File: src/hw/rtl/lcm_pkg.sv
// Shared types and constants for the log counter merge block.
`timescale 1ns / 1ps
`default_nettype none
package lcm_pkg;

    localparam int CELL_W  = 15;
    localparam int MANT_W  = 10;
    localparam int EXP_W   = 5;
    localparam int CNT_W   = 42;
    localparam int EX_W    = 6;
    localparam int OUT_W   = 16;
    localparam int HASH_W  = 32;

    localparam logic [CELL_W-1:0] CellLinMax = CELL_W'(2048);
    localparam logic [CNT_W-1:0]  CntLinMax  = CNT_W'(2048);

    localparam logic [31:0] MurC1   = 32'hcc9e2d51;
    localparam logic [31:0] MurC2   = 32'h1b873593;
    localparam logic [31:0] MurAdd  = 32'he6546b64;
    localparam logic [31:0] MurF1   = 32'h85ebca6b;
    localparam logic [31:0] MurF2   = 32'hc2b2ae35;
    localparam logic [31:0] MurLen  = 32'd8;

    typedef enum logic [3:0] {
        OP_NONE,
        OP_LOAD,
        OP_BLK_LO,
        OP_BLK_HI,
        OP_ROT,
        OP_MIX,
        OP_FM1,
        OP_FM2,
        OP_OUT
    } t_op;

    typedef enum logic [3:0] {
        S_IDLE,
        S_BLK_LO,
        S_ROT_LO,
        S_MIX_LO,
        S_BLK_HI,
        S_ROT_HI,
        S_MIX_HI,
        S_FM1,
        S_FM2,
        S_WAIT
    } t_state;

    typedef struct packed {
        t_op op;
    } t_cmd;

    typedef struct packed {
        logic norm_done;
    } t_stat;

endpackage
`default_nettype wire

File: src/hw/rtl/lcm_ctrl.sv
// Sequencer for the merge: handshakes and hash/normalize step control.
`timescale 1ns / 1ps
`default_nettype none
module lcm_ctrl
    import lcm_pkg::*;
(
    input  wire   i_clk,
    input  wire   i_rst_n,
    input  wire   i_in_valid,
    output logic  o_in_ready,
    output logic  o_out_valid,
    input  wire   i_out_ready,
    input  t_stat i_stat,
    output t_cmd  o_cmd
);

    t_state r_state, n_state;
    logic   r_ovalid, n_ovalid;

    always_ff @(posedge i_clk) begin
        if (!i_rst_n) begin
            r_state  <= S_IDLE;
            r_ovalid <= 1'b0;
        end else begin
            r_state  <= n_state;
            r_ovalid <= n_ovalid;
        end
    end

    always_comb begin
        n_state    = r_state;
        n_ovalid   = r_ovalid && !i_out_ready;
        o_cmd.op   = OP_NONE;
        o_in_ready = 1'b0;
        unique case (r_state)
            S_IDLE: begin
                o_in_ready = 1'b1;
                if (i_in_valid) begin
                    o_cmd.op = OP_LOAD;
                    n_state  = S_BLK_LO;
                end
            end
            S_BLK_LO: begin
                o_cmd.op = OP_BLK_LO;
                n_state  = S_ROT_LO;
            end
            S_ROT_LO: begin
                o_cmd.op = OP_ROT;
                n_state  = S_MIX_LO;
            end
            S_MIX_LO: begin
                o_cmd.op = OP_MIX;
                n_state  = S_BLK_HI;
            end
            S_BLK_HI: begin
                o_cmd.op = OP_BLK_HI;
                n_state  = S_ROT_HI;
            end
            S_ROT_HI: begin
                o_cmd.op = OP_ROT;
                n_state  = S_MIX_HI;
            end
            S_MIX_HI: begin
                o_cmd.op = OP_MIX;
                n_state  = S_FM1;
            end
            S_FM1: begin
                o_cmd.op = OP_FM1;
                n_state  = S_FM2;
            end
            S_FM2: begin
                o_cmd.op = OP_FM2;
                n_state  = S_WAIT;
            end
            S_WAIT: begin
                // hold until the shifter is done and the output slot is free
                if (i_stat.norm_done && (!r_ovalid || i_out_ready)) begin
                    o_cmd.op = OP_OUT;
                    n_ovalid = 1'b1;
                    n_state  = S_IDLE;
                end
            end
            default: n_state = S_IDLE;
        endcase
    end

    assign o_out_valid = r_ovalid;

endmodule
`default_nettype wire

File: src/hw/rtl/lcm_dpath.sv
// Datapath: cell decode, sum, serial normalizer, shared hash multiplier.
`timescale 1ns / 1ps
`default_nettype none
module lcm_dpath
    import lcm_pkg::*;
(
    input  wire               i_clk,
    input  wire               i_rst_n,
    input  wire               i_cfg_we,
    input  wire  [31:0]       i_cfg_wdata,
    input  wire  [CELL_W-1:0] i_first_cell,
    input  wire  [CELL_W-1:0] i_second_cell,
    input  t_cmd              i_cmd,
    output t_stat             o_stat,
    output logic [OUT_W-1:0]  o_merged_cell
);

    logic [31:0]       r_seed;
    logic [CNT_W-1:0]  r_total, n_total;
    logic [CNT_W-1:0]  r_top;
    logic [EX_W-1:0]   r_ex;
    logic [31:0]       r_mask;
    logic [HASH_W-1:0] r_acc, n_acc;
    logic [HASH_W-1:0] r_blk, n_blk;
    logic [OUT_W-1:0]  r_out, n_out;

    function automatic logic [CNT_W-1:0] cell_count(input logic [CELL_W-1:0] cval);
        logic [EXP_W-1:0] sh;
        if (cval <= CellLinMax) begin
            cell_count = CNT_W'(cval);
        end else begin
            sh = cval[CELL_W-1:MANT_W] - EXP_W'(1);
            cell_count = CNT_W'({1'b1, cval[MANT_W-1:0]}) << sh;
        end
    endfunction

    logic              norm_busy;
    logic [31:0]       mul_a, mul_b;
    logic [31:0]       prod;
    logic [31:0]       mix_t, fin_a, fin_b, hv, frac;
    logic              inc;

    assign norm_busy = (r_top[CNT_W-1:11] != '0);
    assign o_stat.norm_done = !norm_busy;

    assign mix_t = r_acc ^ r_blk;
    assign fin_a = r_acc ^ MurLen;
    assign fin_b = fin_a ^ (fin_a >> 16);
    assign hv    = r_acc ^ (r_acc >> 16);
    assign frac  = r_total[31:0] & r_mask;
    assign inc   = (hv & r_mask) < frac;

    // one shared 32x32 multiplier, operands picked by the current step
    always_comb begin
        mul_a = r_blk;
        mul_b = MurC1;
        case (i_cmd.op)
            OP_BLK_LO: begin
                mul_a = r_total[31:0];
                mul_b = MurC1;
            end
            OP_BLK_HI: begin
                mul_a = 32'(r_total[CNT_W-1:32]);
                mul_b = MurC1;
            end
            OP_ROT: begin
                mul_a = {r_blk[16:0], r_blk[31:17]};
                mul_b = MurC2;
            end
            OP_FM1: begin
                mul_a = fin_b;
                mul_b = MurF1;
            end
            OP_FM2: begin
                mul_a = r_acc ^ (r_acc >> 13);
                mul_b = MurF2;
            end
            default: begin
                mul_a = r_blk;
                mul_b = MurC1;
            end
        endcase
        prod = mul_a * mul_b;
    end

    always_comb begin
        n_total = r_total;
        n_acc   = r_acc;
        n_blk   = r_blk;
        n_out   = r_out;
        case (i_cmd.op) inside
            OP_LOAD: begin
                n_total = cell_count(i_first_cell) + cell_count(i_second_cell);
                n_acc   = r_seed;
            end
            OP_BLK_LO, OP_BLK_HI, OP_ROT: n_blk = prod;
            OP_MIX: begin
                n_acc = {mix_t[18:0], mix_t[31:19]};
                n_acc = n_acc + (n_acc << 2) + MurAdd;
            end
            OP_FM1, OP_FM2: n_acc = prod;
            OP_OUT: begin
                if (r_total <= CntLinMax) begin
                    n_out = r_total[OUT_W-1:0];
                end else begin
                    n_out = {r_ex, {MANT_W{1'b0}}} + OUT_W'(r_top[MANT_W-1:0])
                          + OUT_W'(inc);
                end
            end
            default: ;
        endcase
    end

    always_ff @(posedge i_clk) begin
        if (!i_rst_n) begin
            r_seed <= '0;
        end else if (i_cfg_we) begin
            r_seed <= i_cfg_wdata;
        end
    end

    always_ff @(posedge i_clk) begin
        r_total <= n_total;
        r_acc   <= n_acc;
        r_blk   <= n_blk;
        r_out   <= n_out;
        // normalizer: one right shift per cycle while busy, tracking exponent and drop mask
        if (i_cmd.op == OP_LOAD) begin
            r_top  <= n_total;
            r_ex   <= EX_W'(1);
            r_mask <= '0;
        end else if (norm_busy) begin
            r_top  <= r_top >> 1;
            r_ex   <= r_ex + EX_W'(1);
            r_mask <= {r_mask[30:0], 1'b1};
        end
    end

    assign o_merged_cell = r_out;

endmodule
`default_nettype wire

File: src/hw/rtl/log_counter_merge_top.sv
// Top level of the log counter merge block.
// The hash takes eight steps sharing one multiplier; the normalizer shifts one bit
// a cycle while busy. A new item is taken only once the last result is registered;
// the result register frees the input side.
// Reset (i_rst_n low, synchronous): sequencer idle, no result held, seed 0.
`timescale 1ns / 1ps
`default_nettype none
module log_counter_merge_top
    import lcm_pkg::*;
(
    input  wire         i_clk,
    input  wire         i_rst_n,
    input  wire         i_cfg_we,
    input  wire  [31:0] i_cfg_wdata,
    input  wire         i_s_tvalid,
    output logic        o_s_tready,
    input  wire  [31:0] i_s_tdata,   // [14:0] first_cell, [29:15] second_cell
    output logic        o_m_tvalid,
    input  wire         i_m_tready,
    output logic [15:0] o_m_tdata    // [15:0] merged_cell
);

    t_cmd  cmd;
    t_stat stat;

    lcm_ctrl u_ctrl (
        .i_clk       (i_clk),
        .i_rst_n     (i_rst_n),
        .i_in_valid  (i_s_tvalid),
        .o_in_ready  (o_s_tready),
        .o_out_valid (o_m_tvalid),
        .i_out_ready (i_m_tready),
        .i_stat      (stat),
        .o_cmd       (cmd)
    );

    lcm_dpath u_dpath (
        .i_clk         (i_clk),
        .i_rst_n       (i_rst_n),
        .i_cfg_we      (i_cfg_we),
        .i_cfg_wdata   (i_cfg_wdata),
        .i_first_cell  (i_s_tdata[CELL_W-1:0]),
        .i_second_cell (i_s_tdata[2*CELL_W-1:CELL_W]),
        .i_cmd         (cmd),
        .o_stat        (stat),
        .o_merged_cell (o_m_tdata)
    );

endmodule
`default_nettype wire
File: config.mk
export PLATFORM = sky130hd
export DESIGN_NAME = log_counter_merge_top
export DESIGN_NICKNAME = d
export VERILOG_FILES = /design/src/hw/rtl/lcm_pkg.sv /design/src/hw/rtl/lcm_ctrl.sv /design/src/hw/rtl/lcm_dpath.sv /design/src/hw/rtl/log_counter_merge_top.sv
export SDC_FILE = /design/constraint.sdc
export NUM_CORES = 2
export LEC_CHECK = 0
export ABC_AREA = 1
export BUFFER_PORTS_ARGS = -buffer_cell sky130_fd_sc_hd__buf_2
export CAP_MARGIN = 25
export CORE_ASPECT_RATIO = 0.9
export CORE_MARGIN = 3
export CORE_UTILIZATION = 45
export CTS_BUF_LIST = sky130_fd_sc_hd__clkbuf_4 sky130_fd_sc_hd__clkbuf_8
export DETAILED_ROUTE_END_ITERATION = 8
export GPL_TIMING_DRIVEN = 0
export HOLD_SLACK_MARGIN = 0.06
export PLACE_DENSITY = 0.62
export SKIP_LAST_GASP = 1
export SLEW_MARGIN = 40
export SYNTH_ARGS = -nofsm -noshare
export SYNTH_HDL_FRONTEND = slang
export SYNTH_SLANG_ARGS = --single-unit
File: constraint.sdc
create_clock -name i_clk -period 13.2 [get_ports i_clk]
set_clock_uncertainty 0.15 [all_clocks]
set_input_delay 1.32 -clock i_clk [delete_from_list [all_inputs] [get_ports i_clk]]
set_output_delay 1.32 -clock i_clk [all_outputs]
set_load 0.005 [all_outputs]
==> results.tsv <==
stage	metric	value	unit
cts	Clock Latency Late Sink	590	ps
setup_path	CP required	13460	ps
setup_path	Worst R2R Path Depth	33	
global_route	grt met1 use	0.531	
routing	antenna-violating nets left	0	
global_route	antenna violations before repair	2	
timing	final period utilization	0.830	
routing	vias per cell	5.56	
place	IO Port Bufs	84	
global_route	vias in the first global route	28100	
floorplan	Core Area	0.0704	sq mm
place	gpl congestion	1.09	
timing	RSZ-0062 raised after global routing	no	
setup_path	CP bufs+invs	9	
layout	Nets	5042	
routing	drt pass-1 iters	5	
cts	clock root buffer	clkbuf_8	
outcome	status	finished clean	
floorplan	Die Y	260	microns
global_route	first-pass GRT wire length	195	mm
routing	initial drt markers	3661	
global_route	M3 GR Usage	0.184	
synthesis	top_reg_cell synth	edfxtp_1	
timing	setup TNS	0	ps
synthesis	Mean Syn Cell Area	7.71	sq um
synthesis	EDFF count, synth	122	
global_route	busiest grt layer	met1	
setup_path	WP data arrival	11220	ps
timing	Hold Vio Cnt, Final	0	
setup_path	slowest CP cell	fa_1	
min_path	worst hold path type	flop to flop	
synthesis	syn_nets	4910	
cts	H-tree depth	2	
cts	cts bufs inserted	41	
timing	Final setup viols	0	
timing	Slew headroom	0.335	
global_route	gr usage total	0.364	
place	hpwl dp	117	mm
place	Inst Count DP	5201	
cts	# resized after CTS	0	
synthesis	post-synthesis register bit count	239	
floorplan	IO Pins	87	
layout	fin cells	5281	
global_route	met2 usage	0.473	
setup_path	Crit path largest cell delay	720	ps
setup_path	Critical Path Stages	33	
setup_path	CP delay by family, top	adder cells	
floorplan	Die W	288	microns
setup_path	maximum fanout along the worst path	10	
global_route	gr ovfl total	0	
routing	Post-route DRC	0	
cts	Post-CTS Hold Fix Bufs	0	
layout	P&R area growth vs syn	8.06	%
timing	measured slew at the worst slew-check pin	997	ps
setup_path	Worst setup SP type	flop	
setup_path	CP Class	flop to flop	
floorplan	FP Rows	92	
synthesis	Synth cell types	55	
synthesis	synthesized area	0.0322	sq mm
min_path	Hold Path Depth	2	
cts	Max Root-Sink Buffers	3	
global_route	largest net degree at the start of global routing	41	
cts	# Post-CTS Setup Buffers	0	
routing	Total Wirelength	136	mm
run	max-capacitance violation count	0	
timing	Peak Freq	0.0913	GHz
floorplan	initial core utilization	0.457	
setup_path	Crit path top cell by count	fa_1	
cts	total clock sinks	239	
synthesis	Yosys warning count	0	
setup_path	Worst setup EP type	flop	
timing	Max Transition Viols Final	0	
routing	Vias	29300	
routing	Routed WL per cell	25.7	microns
synthesis	Async SR Flop Fraction	0	
timing	Final Critical Period	10960	ps
floorplan	die area	0.0747	sq mm
synthesis	Seq/Total Area, Yosys	0.187	
synthesis	cells after synthesis	4173	
cts	Reg clk slew, reported paths	70	ps
cts	CTS tree	built	
layout	layout cells sized above 1	0.0579	
flip-flops by register name (all words and copies together) (netlist names):
register and count:
u_dpath.r_seed 32, u_dpath.r_blk 32, u_ctrl.o_out_valid 1, u_dpath.r_mask 32, u_dpath.o_merged_cell 16, u_dpath.r_total 42
u_dpath.r_acc 32, u_dpath.r_top 42, u_dpath.r_ex 6, u_ctrl.r_state 4
routing by layer:
| metal | vias to the layer above | part of all wire |
|---|---|---|
| li1 | 13300 | - |
| met4 | 2 | 0.027 |
| met1 | 14100 | 0.44 |
| met3 | 204 | 0.16 |
| met5 | - | 0.000088 |
| met2 | 1681 | 0.37 |
final timing paths:
path | slack, ps | to | from
max reg2reg | 2240 | u_dpath.r_acc[30] | u_ctrl.r_state[3]
min reg2reg | 300 | u_dpath.r_total[39] | u_dpath.r_total[39]
max | 2240 | u_dpath.r_acc[30] | u_ctrl.r_state[3]
min | 300 | u_dpath.r_total[39] | u_dpath.r_total[39]
cell usage in the layout, fill, tap and decap left out, drive strengths merged, types with 13 or more instances in the layout:
cell type    n
a21oi      206
nand3      108
a31oi       16
o21ai      283
ha         273
clkinv      13
nor4        18
and2        14
buf        109
nor3        24
nand4       36
mux2i       16
xor2        80
inv        913
dfxtp      117
edfxtp     122
o21bai      14
fa         395
xnor2       69
o22ai       51
or2         26
clkbuf     161
nand2      811
nor2       378
metrics by stage:
step	util	hold WS, ps	area [sq um]	setup slack, ps
floorplan	-	277	32200	4990
global route	0.493	315	34800	1960
detailed placement	0.481	293	33900	2620
global placement	0.479	289	33800	2170
finish	0.493	304	34800	2240
CTS	0.493	293	34700	2590
tightest hold or removal path, delay by kind of cell, from the launching register on:
family           cells  cell delay (ps)
DFF                  1              310
and+or+nand+nor      2              100
Yosys cell counts, types with 69 or more instances:
cell type | n | area share
edfxtp_1 | 122 | 0.11
xnor2_1 | 69 | 0.019
dfxtp_1 | 117 | 0.073
o21ai_0 | 266 | 0.041
xor2_1 | 80 | 0.022
inv_1 | 899 | 0.10
clkbuf_1 | 99 | 0.012
nand3_1 | 108 | 0.017
nor2_1 | 369 | 0.043
fa_1 | 395 | 0.25
a21oi_1 | 206 | 0.032
nand2_1 | 801 | 0.093
ha_1 | 273 | 0.11
layout make-up:
class	count	area, sq um
Inverter	914	3430
Clock inverter	14	90.1
Buffer	119	493
Tap cell	940	1180
Clock buffer	62	753
Multi-Input combinational cell	2901	22300
Timing Repair Buffer	89	498
Fill cell	7229	35700
Antenna cell	3	7.51
Sequential cell	239	6010
logic make-up after synthesis:
| group | after synthesis | synth area share |
|---|---|---|
| adders and majority gates | 668 | 0.352 |
| DFF | 239 | 0.187 |
| muxes | 16 | 0.00498 |
| AOI/OAI and AO/OA | 639 | 0.110 |
| xor gates and xnor gates | 150 | 0.0413 |
| and+or+nand+nor | 1428 | 0.184 |
| buffers and inverters | 1033 | 0.122 |
Power is left out: the tool's default activity adds up to more than one toggle a clock period on the data nets, which glitch-free logic cannot reach.
